==> src/hdl/edfs_pkg.sv <==
package edfs_pkg;

  localparam int NUM_TASKS_DEF   = 4;
  localparam int QUEUE_DEPTH_DEF = 16;
  localparam int BUDGET_BITS_DEF = 16;
  localparam int TIME_W          = 32;
  localparam int PERIOD_W        = 16;
  localparam int TASK_W          = 3;
  localparam int CFG_W           = 32;
  localparam int CFG_IDX_W       = 2;
  localparam int NUM_CFG         = 4;

  typedef struct packed {
    logic [TASK_W-1:0] task_id;
    logic [TIME_W-1:0] deadline;
    logic [TIME_W-1:0] release_t;
    logic [15:0]       remaining;
    logic [TIME_W-1:0] preempt_t;
  } job_t;

  function automatic logic [TIME_W-1:0] sat_add(input logic [TIME_W-1:0] a,
                                                input logic [TIME_W-1:0] b);
    logic [TIME_W:0] s;
    s = {1'b0, a} + {1'b0, b};
    return s[TIME_W] ? {TIME_W{1'b1}} : s[TIME_W-1:0];
  endfunction

  // a strictly precedes b in dispatch order
  function automatic logic earlier(input job_t a, input job_t b);
    if (a.deadline != b.deadline) return a.deadline < b.deadline;
    if (a.release_t != b.release_t) return a.release_t < b.release_t;
    return a.task_id < b.task_id;
  endfunction

endpackage

==> src/hdl/edf_periodic_task_scheduler.sv <==
// EDF scheduler for up to four periodic tasks. Each input beat is one tick
// (restart=1 clears all state but the cfg words and releases every enabled
// task at time 0). Each tick gives exactly one output beat. Task periods and
// budgets come from the four cfg words; the user must see that those are
// written only while no tick is in flight; the block does not enforce it.
// The job queue lives in a RAM with one read port, one write port and a
// registered read. A sequencer walks it entry by entry: read, then modify
// and write back. The passes are the retire shift, one miss scan per due
// task, the earliest-deadline search, and the rotate that moves the winner
// to the head.
// The next tick is accepted once the result sits in the output register,
// even while that result still waits to be taken. The following result then
// holds in the done state until the output register frees up.
module edf_periodic_task_scheduler #(
  parameter int NUM_TASKS   = edfs_pkg::NUM_TASKS_DEF,
  parameter int QUEUE_DEPTH = edfs_pkg::QUEUE_DEPTH_DEF,
  parameter int BUDGET_BITS = edfs_pkg::BUDGET_BITS_DEF
) (
  input  logic                           clk,
  input  logic                           rst_n,
  input  logic                           cfg_we,
  input  logic [edfs_pkg::CFG_IDX_W-1:0] cfg_index,
  input  logic [edfs_pkg::CFG_W-1:0]     cfg_data,
  input  logic                           in_valid,
  output logic                           in_ready,
  input  logic                           in_restart,
  output logic                           out_valid,
  input  logic                           out_ready,
  output logic [31:0]                    out_current_time,
  output logic [2:0]                     out_running_task,
  output logic                           out_started,
  output logic [2:0]                     out_preempted_task,
  output logic [2:0]                     out_completed_task,
  output logic [3:0]                     out_missed_mask,
  output logic                           out_queue_full,
  output logic [31:0]                    out_waiting_sum,
  output logic [31:0]                    out_jobs_created
);
  localparam int AW = (QUEUE_DEPTH > 1) ? $clog2(QUEUE_DEPTH) : 1;
  localparam int CW = $clog2(QUEUE_DEPTH + 1);
  localparam int TW = (NUM_TASKS > 1) ? $clog2(NUM_TASKS) : 1;
  localparam logic [CW-1:0] QD = CW'(QUEUE_DEPTH);
  localparam logic [15:0] BUD_MASK = 16'((17'd1 << BUDGET_BITS) - 17'd1);

  // sequencer states
  localparam logic [3:0] S_IDLE = 4'd0;
  localparam logic [3:0] S_RC_R = 4'd1;   // retire check: read head
  localparam logic [3:0] S_RC_W = 4'd2;   // retire check: decide
  localparam logic [3:0] S_SH_R = 4'd3;   // retire shift: read entry j
  localparam logic [3:0] S_SH_W = 4'd4;   // retire shift: write entry j-1
  localparam logic [3:0] S_TASK = 4'd5;   // per task countdown
  localparam logic [3:0] S_MS_R = 4'd6;   // miss scan read
  localparam logic [3:0] S_MS_W = 4'd7;   // miss scan compare, write back
  localparam logic [3:0] S_REL  = 4'd8;   // release write
  localparam logic [3:0] S_SR_R = 4'd9;   // search read
  localparam logic [3:0] S_SR_W = 4'd10;  // search compare
  localparam logic [3:0] S_DEC  = 4'd11;  // dispatch decision
  localparam logic [3:0] S_RT_R = 4'd12;  // rotate: read entry i-1
  localparam logic [3:0] S_RT_W = 4'd13;  // rotate: write entry i
  localparam logic [3:0] S_HW   = 4'd14;  // write winner at head, run one unit
  localparam logic [3:0] S_DONE = 4'd15;

  logic [edfs_pkg::CFG_W-1:0]    task_word_r [edfs_pkg::NUM_CFG];
  logic [edfs_pkg::PERIOD_W-1:0] cnt_r [NUM_TASKS];
  logic [3:0]     state_r;
  logic [31:0]    time_r, wait_r, created_r;
  logic [CW-1:0]  count_r;
  logic [2:0]     run_r;
  logic [CW-1:0]  idx_r;
  logic [AW-1:0]  best_r;
  logic [TW-1:0]  tsk_r;
  logic           restart_r;
  edfs_pkg::job_t best_job_r;
  logic [2:0]     pre_r, comp_r;
  logic [3:0]     miss_r;
  logic           full_r, start_r;
  logic           ovalid_r;

  logic           we;
  logic [AW-1:0]  waddr, raddr;
  edfs_pkg::job_t wdata, rdata;

  logic [edfs_pkg::CFG_W-1:0] cur_word;
  logic [15:0]    per, bud;
  logic [CW-1:0]  idx_inc, idx_dec;
  logic           mis_hit;
  logic           last_task;
  logic           take;
  logic           out_free;

  edfs_job_ram #(.DEPTH(QUEUE_DEPTH), .AW(AW)) u_ram (
    .clk(clk), .we(we), .waddr(waddr), .wdata(wdata), .raddr(raddr), .rdata(rdata)
  );

  always_ff @(posedge clk) begin
    if (!rst_n) begin
      for (int i = 0; i < edfs_pkg::NUM_CFG; i++) task_word_r[i] <= '0;
    end else if (cfg_we) begin
      task_word_r[cfg_index] <= cfg_data;
    end
  end

  // period and budget of the task under the sequencer
  assign cur_word  = task_word_r[edfs_pkg::CFG_IDX_W'(tsk_r)];
  assign per       = cur_word[31:16];
  assign bud       = cur_word[15:0] & BUD_MASK;
  assign idx_inc   = idx_r + 1'b1;
  assign idx_dec   = idx_r - 1'b1;
  assign last_task = (tsk_r == TW'(NUM_TASKS - 1));
  assign mis_hit   = (rdata.task_id == 3'(tsk_r) + 3'd1) && (rdata.deadline == time_r);

  assign in_ready = (state_r == S_IDLE);
  assign take     = in_valid && in_ready;
  assign out_free = !ovalid_r || out_ready;

  // RAM address/write mux; every write lands before any read of the same
  // entry, so no forwarding is needed
  always_comb begin
    we = 1'b0; waddr = '0; raddr = '0; wdata = rdata;
    case (state_r)
      S_RC_R: raddr = '0;
      S_SH_R, S_MS_R, S_SR_R: raddr = idx_r[AW-1:0];
      S_SH_W: begin
        we = 1'b1; waddr = idx_dec[AW-1:0];
      end
      S_MS_W: begin
        // missed job: deadline moves one period on
        we = mis_hit; waddr = idx_r[AW-1:0];
        wdata.deadline = time_r + 32'(per);
      end
      S_REL: begin
        we = (count_r < QD); waddr = count_r[AW-1:0];
        wdata.task_id   = 3'(tsk_r) + 3'd1;
        wdata.deadline  = time_r + 32'(per);
        wdata.release_t = time_r;
        wdata.remaining = bud;
        wdata.preempt_t = time_r;
      end
      S_RT_R: raddr = idx_dec[AW-1:0];
      S_RT_W: begin
        we = 1'b1; waddr = idx_r[AW-1:0];
        // preempted old head is stamped as it moves to slot 1
        if (idx_dec == '0 && pre_r != '0) wdata.preempt_t = time_r;
      end
      S_HW: begin
        we = 1'b1; waddr = '0; wdata = best_job_r;
        if (best_job_r.remaining != 16'd0) wdata.remaining = best_job_r.remaining - 16'd1;
      end
      default: ;
    endcase
  end

  always_ff @(posedge clk) begin
    if (!rst_n) begin
      state_r <= S_IDLE; time_r <= '0; wait_r <= '0; created_r <= '0;
      count_r <= '0; run_r <= '0; ovalid_r <= 1'b0;
      for (int i = 0; i < NUM_TASKS; i++) cnt_r[i] <= '0;
      idx_r <= '0; tsk_r <= '0; best_r <= '0; restart_r <= 1'b0;
      pre_r <= '0; comp_r <= '0; miss_r <= '0; full_r <= 1'b0; start_r <= 1'b0;
    end else begin
      if (state_r == S_DONE && out_free) ovalid_r <= 1'b1;
      else if (out_ready) ovalid_r <= 1'b0;

      case (state_r)
        S_IDLE: if (take) begin
          restart_r <= in_restart;
          pre_r <= '0; comp_r <= '0; miss_r <= '0; full_r <= 1'b0; start_r <= 1'b0;
          tsk_r <= '0; idx_r <= '0;
          if (in_restart) begin
            time_r <= '0; count_r <= '0; run_r <= '0; wait_r <= '0; created_r <= '0;
            for (int i = 0; i < NUM_TASKS; i++) cnt_r[i] <= '0;
            state_r <= S_TASK;
          end else begin
            time_r <= time_r + 32'd1;
            state_r <= S_RC_R;
          end
        end
        S_RC_R: state_r <= S_RC_W;
        S_RC_W: begin
          // running job with its budget used up is retired
          if (run_r != '0 && count_r != '0 && rdata.remaining == 16'd0) begin
            comp_r <= run_r; run_r <= '0;
            if (count_r > CW'(1)) begin
              idx_r <= CW'(1); state_r <= S_SH_R;
            end else begin
              count_r <= count_r - 1'b1; state_r <= S_TASK;
            end
          end else begin
            state_r <= S_TASK;
          end
        end
        S_SH_R: state_r <= S_SH_W;
        S_SH_W: begin
          if (idx_inc < count_r) begin
            idx_r <= idx_inc; state_r <= S_SH_R;
          end else begin
            count_r <= count_r - 1'b1; state_r <= S_TASK;
          end
        end
        S_TASK: begin
          if (per == 16'd0) begin
            // disabled task keeps its countdown
            if (last_task) begin
              idx_r <= '0; state_r <= S_SR_R;
            end else tsk_r <= tsk_r + 1'b1;
          end else if (restart_r) begin
            cnt_r[tsk_r] <= per; state_r <= S_REL;
          end else if (cnt_r[tsk_r] > 16'd1) begin
            cnt_r[tsk_r] <= cnt_r[tsk_r] - 16'd1;
            if (last_task) begin
              idx_r <= '0; state_r <= S_SR_R;
            end else tsk_r <= tsk_r + 1'b1;
          end else begin
            // due: reload, scan for misses, then release
            cnt_r[tsk_r] <= per;
            if (count_r == '0) state_r <= S_REL;
            else begin
              idx_r <= '0; state_r <= S_MS_R;
            end
          end
        end
        S_MS_R: state_r <= S_MS_W;
        S_MS_W: begin
          if (mis_hit) miss_r[tsk_r] <= 1'b1;
          if (idx_inc < count_r) begin
            idx_r <= idx_inc; state_r <= S_MS_R;
          end else state_r <= S_REL;
        end
        S_REL: begin
          if (count_r < QD) begin
            count_r <= count_r + 1'b1;
            created_r <= edfs_pkg::sat_add(created_r, 32'd1);
          end else full_r <= 1'b1;
          if (last_task) begin
            idx_r <= '0; state_r <= S_SR_R;
          end else begin
            tsk_r <= tsk_r + 1'b1; state_r <= S_TASK;
          end
        end
        S_SR_R: begin
          if (count_r == '0) begin
            run_r <= '0; state_r <= S_DONE;
          end else state_r <= S_SR_W;
        end
        S_SR_W: begin
          if (idx_r == '0 || edfs_pkg::earlier(rdata, best_job_r)) begin
            best_job_r <= rdata; best_r <= idx_r[AW-1:0];
          end
          if (idx_inc < count_r) begin
            idx_r <= idx_inc; state_r <= S_SR_R;
          end else state_r <= S_DEC;
        end
        S_DEC: begin
          // new dispatch when idle or when the head loses
          if (run_r == '0 || best_r != '0) begin
            start_r <= 1'b1;
            wait_r <= edfs_pkg::sat_add(wait_r, time_r - best_job_r.preempt_t);
            if (run_r != '0) pre_r <= run_r;
          end
          run_r <= best_job_r.task_id;
          if (best_r != '0) begin
            idx_r <= CW'(best_r); state_r <= S_RT_R;
          end else state_r <= S_HW;
        end
        S_RT_R: state_r <= S_RT_W;
        S_RT_W: begin
          if (idx_r == CW'(1)) state_r <= S_HW;
          else begin
            idx_r <= idx_dec; state_r <= S_RT_R;
          end
        end
        S_HW: state_r <= S_DONE;
        S_DONE: if (out_free) state_r <= S_IDLE;
        default: state_r <= S_IDLE;
      endcase
    end
  end

  // result register: loaded once the previous beat is gone or leaving
  always_ff @(posedge clk) begin
    if (state_r == S_DONE && out_free) begin
      out_current_time   <= time_r;
      out_running_task   <= run_r;
      out_started        <= start_r;
      out_preempted_task <= pre_r;
      out_completed_task <= comp_r;
      out_missed_mask    <= miss_r;
      out_queue_full     <= full_r;
      out_waiting_sum    <= wait_r;
      out_jobs_created   <= created_r;
    end
  end
  assign out_valid = ovalid_r;

  a_out_hold: assert property (@(posedge clk) disable iff (!rst_n)
    out_valid && !out_ready |=> out_valid && $stable(out_current_time))
    else $error("result beat not held");
  a_count_bound: assert property (@(posedge clk) disable iff (!rst_n)
    count_r <= QD) else $error("queue count overflow");
  a_busy: assert property (@(posedge clk) disable iff (!rst_n)
    take |=> !in_ready) else $error("accepted while busy");
endmodule

==> src/hdl/edfs_job_ram.sv <==
module edfs_job_ram #(
  parameter int DEPTH = edfs_pkg::QUEUE_DEPTH_DEF,
  parameter int AW    = (DEPTH > 1) ? $clog2(DEPTH) : 1
) (
  input  logic             clk,
  input  logic             we,
  input  logic [AW-1:0]    waddr,
  input  edfs_pkg::job_t   wdata,
  input  logic [AW-1:0]    raddr,
  output edfs_pkg::job_t   rdata
);
  edfs_pkg::job_t mem [DEPTH];

  always_ff @(posedge clk) begin
    if (we) mem[waddr] <= wdata;
    rdata <= mem[raddr];
  end
endmodule

==> config.mk <==
export PLATFORM = sky130hd
export DESIGN_NAME = edf_periodic_task_scheduler
export DESIGN_NICKNAME = d
export VERILOG_FILES = /design/src/hdl/edfs_pkg.sv /design/src/hdl/edf_periodic_task_scheduler.sv /design/src/hdl/edfs_job_ram.sv
export SDC_FILE = /design/constraint.sdc
export NUM_CORES = 2
export LEC_CHECK = 0
export BUFFER_PORTS_ARGS = -buffer_cell sky130_fd_sc_hd__buf_2
export CAP_MARGIN = 20
export CORE_ASPECT_RATIO = 1.5
export CORE_MARGIN = 2
export CORE_UTILIZATION = 37
export CTS_CLUSTER_SIZE = 8
export DETAILED_ROUTE_END_ITERATION = 8
export PLACE_DENSITY = 0.51
export SLEW_MARGIN = 30
export SYNTH_ARGS = -nofsm -noshare
export SYNTH_HDL_FRONTEND = slang
export SYNTH_SLANG_ARGS = --single-unit
==> constraint.sdc <==
create_clock -name clk -period 17.6 [get_ports clk]
set_input_delay 4.4 -clock clk [delete_from_list [all_inputs] [get_ports clk]]
set_output_delay 4.4 -clock clk [all_outputs]
set_load 0.01 [all_outputs]
## After elaboration in Yosys (flattened, before gate mapping)

Memories as Yosys holds them, arrays and structs flattened. A register that Yosys moved wholly into a read port is not among the register bits.
Cells that the tools add are included.

- $add $sub $neg: 13
- $lt $le $gt $ge: 9
- Equality and inequality tests: 40
- Multiplexer cells: 141
- Bitwise operators: 7
- Reduce and logical (&&, ||, !) cells: 54

Operators by type and width:

| cell | number |
|---|---|
| $mux 32 | 9 |
| $pmux 32 s2 | 3 |
| $mux 16 | 8 |
| $pmux 32 s3 | 1 |
| $pmux 48 s2 | 1 |
| $mux 5 | 17 |
| $lt 32x32->1 | 2 |
| $ne 32x32->1 | 2 |
| $pmux 4 s16 | 1 |
| $mux 1 | 49 |
| $mux 4 | 12 |
| $mux 3 | 12 |
| $pmux 5 s7 | 1 |
| $add 32x1->33 const B | 1 |
| $add 32x32->33 | 1 |
| $add 32x1->32 const B | 1 |
| $add 32x16->32 | 1 |
| $eq 32x32->1 | 1 |
| $eq 4x4->1 const B | 8 |
| $logic_not 16->1 | 2 |
| $reduce_or 32->1 | 1 |
| $sub 16x1->16 const B | 2 |
| $sub 32x32->32 | 1 |
| $mux 2 | 14 |
| other kinds (53) | 113 |

- Register bits: 359
- RAM bits: 2032
- Output and inout port bits: 113
- Memories: 3

Memory list:

| name | words | width | read ports | clocked after Yosys merged registers in | wr ports | line | text |
|---|---|---|---|---|---|---|---|
| u_ram.mem | 16 | 115 | 1 | 1 | 1 | edfs_job_ram.sv:12 | `edfs_pkg::job_t mem [DEPTH];` |
| task_word_r | 4 | 32 | 1 | 1 | 4 | edf_periodic_task_scheduler.sv:63 | `logic [edfs_pkg::CFG_W-1:0] task_word_r [edfs_pkg::NUM_CFG];` |
| cnt_r | 4 | 16 | 1 | 1 | 4 | edf_periodic_task_scheduler.sv:64 | `logic [edfs_pkg::PERIOD_W-1:0] cnt_r [NUM_TASKS];` |

## Logic depth before layout (Yosys ltp)

- Depth in word-level cells: 13
- Mapped depth: 24
- Gate-level depth less buffers: 23

## Hierarchy

A second synthesis with hierarchy kept.

- Cells, all modules: 5898
- Area, all modules: 101870.2 um2

Modules (own cells, without submodules):

| module | instances | cells an instance | area an instance (um2) | sequential area each (um2) |
|---|---|---|---|---|
| edfs_job_ram | 1 | 2940 | 71088.2 | 57555.2 |
| edf_periodic_task_scheduler | 1 | 2958 | 30782.0 | 15254.6 |

## Least setup slack after synthesis

OpenSTA, ideal clock, no wires.

- Kind: input-to-reg
- Start: input port rst_n
- End: register best_job_r[0] (netlist bit) (enable)
- Setup time: 0.760 ns
- Arrival time: 13.059 ns
- Required time: 16.840 ns
- Setup slack: 3.782 ns
- Stages: 3
- Path buffers: 1
- Path through: inv_1 > clkbuf_1 > a211oi_1

- Longest elaborated chain between the ends: 1

Ends and longest elaborated chain:

| what | line | text |
|---|---|---|
| from (decl) | edf_periodic_task_scheduler.sv:20 | `input logic rst_n,` |
| $reduce_and 3->1 (no source line) | -- |  |
| to (signal assigned) | edf_periodic_task_scheduler.sv:247 | `best_job_r <= rdata; best_r <= idx_r[AW-1:0];` |
| to (decl) | edf_periodic_task_scheduler.sv:73 | `edfs_pkg::job_t best_job_r;` |

No other way between the ends.
A chain may end at the register's enable or synchronous reset.

## Worst setup path in the final report

- Start: register state_r[0]
- End: output port in_ready

- Longest elaborated chain between the ends: 1

Ends and longest elaborated chain:

| what | line | text |
|---|---|---|
| from (decl) | edf_periodic_task_scheduler.sv:65 | `logic [3:0] state_r;` |
| from (signal assigned) | edf_periodic_task_scheduler.sv:155 | `state_r <= S_IDLE; time_r <= '0; wait_r <= '0; created_r <= '0;` |
| from (signal assigned) | edf_periodic_task_scheduler.sv:172 | `state_r <= S_TASK;` |
| from (signal assigned) | edf_periodic_task_scheduler.sv:175 | `state_r <= S_RC_R;` |
| $logic_not 4->1 | edf_periodic_task_scheduler.sv:112 | `assign in_ready = (state_r == S_IDLE);` |
| to (decl) | edf_periodic_task_scheduler.sv:25 | `output logic in_ready,` |

No other way between the ends.

==> qor.yml <==
cts_resized: 0
core_um2: 282600
clock-root-buffer: "clkbuf_16"
drt_iter0_markers: 6361
min_path_type: "flip-flop to flip-flop"
setup_tns_ps: 0
htree_levels: 5
ff_latch_area_um2: 72810
wl_met3_mm: 17.06
numClockSinks: 2508
place.gp.congestion: 0.8546
status: "finished, final reports clean"
yosys_warnings: 0
dp_hpwl_mm: 179.6
die_y_um: 657.2
yosysTopAreaCell: "edfxtp_1"
ys_ff_latch: 2508
slew_viol_final: 0
clk_pin_slew_ps: 50
initial_core_util_pct: 37.24
routed_via_density: 5.567
grt_pass1_vias: 69504
synthFlopType: "edfxtp_1"
antenna_found_initial: 13
nNetsFinal: 8890
leakagePower_nw: 42.30
maxUsedRoutingLayer: "met4"
cts_setup_buffers: 0
grt_setup_unrepaired: "false"
drt-total-wl_mm: 320.2
finalCritPeriodShare_pct: 38.88
synth_fp_nets: 8701
slowest_delay_ps: 400
final_common_cell: "edfxtp_1"
cts_tree: "yes"
netlist_area_um2: 105200
tightest_slew_ps: 1005
synthArstFlopShare_pct: 0
synth_cell_types: 83
ys_seq_area_share_pct: 69.19
powerDensity_nw_per_um2: 127.2
layout_common_cells: "edfxtp_1, nand2_1, nand3_1, clkbuf_16, a311oi_1"
criticalPathCategory: "flip-flop to output pin"
postSynthCellCount: 8488
layout-drive-gt1-share_pct: 9.722
setup_viol: 0
via_count: 70465
final_hold_viol_count: 0
grt_max_degree: 180
boundaryPins: 153
clockBufferDepth: 4
fillers: 25994
grt-ovfl-total: 0
rrSetupSlack_ps: 11230
pre_cts_ws_ps: 9739
worst_ep_required_time_ps: 13200
synthToLayoutAreaGrowth_pct: 14.93
multi_input_area_um2: 30040
synth_top_area_share_pct: 64.43
clk_latency_ps: 940
cap_violations: 0
fin_ws_ps: 10760
ys_top_cells_by_area: "edfxtp_1, nand2_1, dfxtp_1, a311oi_1, nand3_1"
cp-start-kind: "flip-flop"
grt_first_pass_wirelength_mm: 468.0
crit_family: "simple AND/OR/NAND/NOR gates"
cts-buffers-inserted: 355
synth_edf_count: 2258
avgRoutedWirePerCell_um: 25.29
met2_length_mm: 160.8
maxSlewHeadroom_pct: 32.79
dieArea_um2: 288800
m1WireLength_mm: 131.5
crit_fanout: 31
cp_cell_sequence: "buf_4 -> or2_1 -> or3_4 -> inv_2 -> buf_2"
syn_area_per_cell_um2: 12.40
critPathSlowestCell: "or2_1"
worstPathArrival_ps: 2440
ant_nets: 0
period_minus_slack_ps: 6843
chipWidth_um: 439.4
crit_buf_inv: 3
port_buffers: 152
cp-end-kind: "output pin"
max_freq_mhz: 146.1
core.rowCount: 239
peakVddDrop_uv: 101.4
drt_first_pass_iters: 6
cts_hold_buf: 0
grtUsageTotal_pct: 21.60
drc_errors: 0
finClkSkew_ps: 75.96
[cell usage after synthesis, types with 7 or more instances]
master,count
xnor2_1,99
dfxtp_1,250
clkbuf_1,478
o21bai_1,9
buf_1,36
a221oi_1,11
nor3b_1,21
edfxtp_1,2258
xor2_1,66
a211o_1,9
a21boi_0,18
a222oi_1,25
nor3_1,67
o21a_1,18
inv_1,168
and4_1,7
mux2i_1,9
a221o_1,36
a211oi_1,14
nor2b_1,38
nor2_1,317
a22oi_1,54
a21oi_1,302
a31oi_1,136
nand3b_1,8
mux4_2,48
a21o_1,46
ha_1,170
buf_2,19
nand3_1,543
o31ai_1,7
o21ai_0,187
nand2b_1,21
nor4_1,26
or3_1,14
a311oi_1,348
nand2_1,2050
nand4_1,37
and2_1,119
and3_1,286
o211ai_1,14
[routing by layer]
layer,up-vias,global-route usage [%]
li1,31781,-
met1,35783,27.71
met2,2348,37.41
met3,553,2.621
met4,0,7.626
met5,-,0
[layout make-up]
type,instances,area share [%]
inverter,169,0.5245
sequential,2508,60.20
timing repair buffer,370,2.173
multi-input combinational,5273,24.84
tap,3735,3.864
antenna,5,0.01034
clock inverter,12,0.1645
clock buffer,586,8.220
[registers in the layout (all words and copies together) (netlist names), 32 cells and up, named ones only]
signal / cells
out_current_time: 32
out_waiting_sum: 32
u_ram.mem: 1840
wait_r: 32
task_word_r: 128
time_r: 32
out_jobs_created: 32
cnt_r: 64
best_job_r: 115
created_r: 32
u_ram.rdata: 115
[metrics by stage]
step                util (%)  hold slack, ps  power (mW)  area, um2  instances
global route           42.80           441.6       15.90     120900      12655
CTS                    42.78           426.3       15.52     120900      12652
detailed placement     39.19           417.3       9.202     110700      12054
global placement       39.14           415.2       9.158     110600      12042
floorplan                  -           406.4       8.411     105200       8488
finish                 42.80           428.1       15.39     120900      12658
[worst register-to-register path, stage by stage (launching register included)]
cell and delay [ps]:
dfxtp_1 310, buf_4 320, ha_1 300, nor2b_1 140
o31a_1 270, o21ai_0 470, o21ai_0 390, a21oi_1 340
o21bai_1 100, a21oi_1 270, nor3_1 90, a311o_1 390
ha_1 360, o21ai_0 110, a211oi_1 390, nand2_1 110
a211o_1 240, a21oi_1 330, nand3_1 230, a31oi_4 600
nor2_1 330, a21oi_1 220
[cells by family (layout without fill, tap and decap cells)]
| kind of cell | after synthesis | count (layout) | share of synthesized area [%] |
|---|---|---|---|
| adder cells (fa/ha/maj) | 174 | 174 | 2.088 |
| flip-flops | 2508 | 2508 | 69.19 |
| buffers and inverters | 707 | 1137 | 2.577 |
| XOR/XNOR | 165 | 165 | 1.373 |
| multiplexers | 57 | 57 | 1.113 |
| AND/OR/NAND/NOR | 3583 | 3583 | 15.10 |
| other | 0 | 5 | 0 |
| AO/OA/AOI/OAI | 1294 | 1294 | 8.564 |
[path summary, 6_finish.rpt]
check,depth (start not counted),to,from
min reg2reg,0,best_job_r[14]$_DFFE_PP_,u_ram.rdata[14]$_DFF_P_
max,5,in_ready,state_r[0]$_SDFFE_PN0P_
min,0,best_job_r[14]$_DFFE_PP_,u_ram.rdata[14]$_DFF_P_
max reg2reg,21,wait_r[17]$_SDFFE_PN0P_,time_r[1]$_SDFFE_PN0P_
[power by group]
group | switching [mW] | internal [mW] | total, mW
registers | 0.197 | 7.21 | 7.40
logic | 1.23 | 0.449 | 1.68
clock network | 2.49 | 3.81 | 6.30
Power figures use the tool's default switching activity.
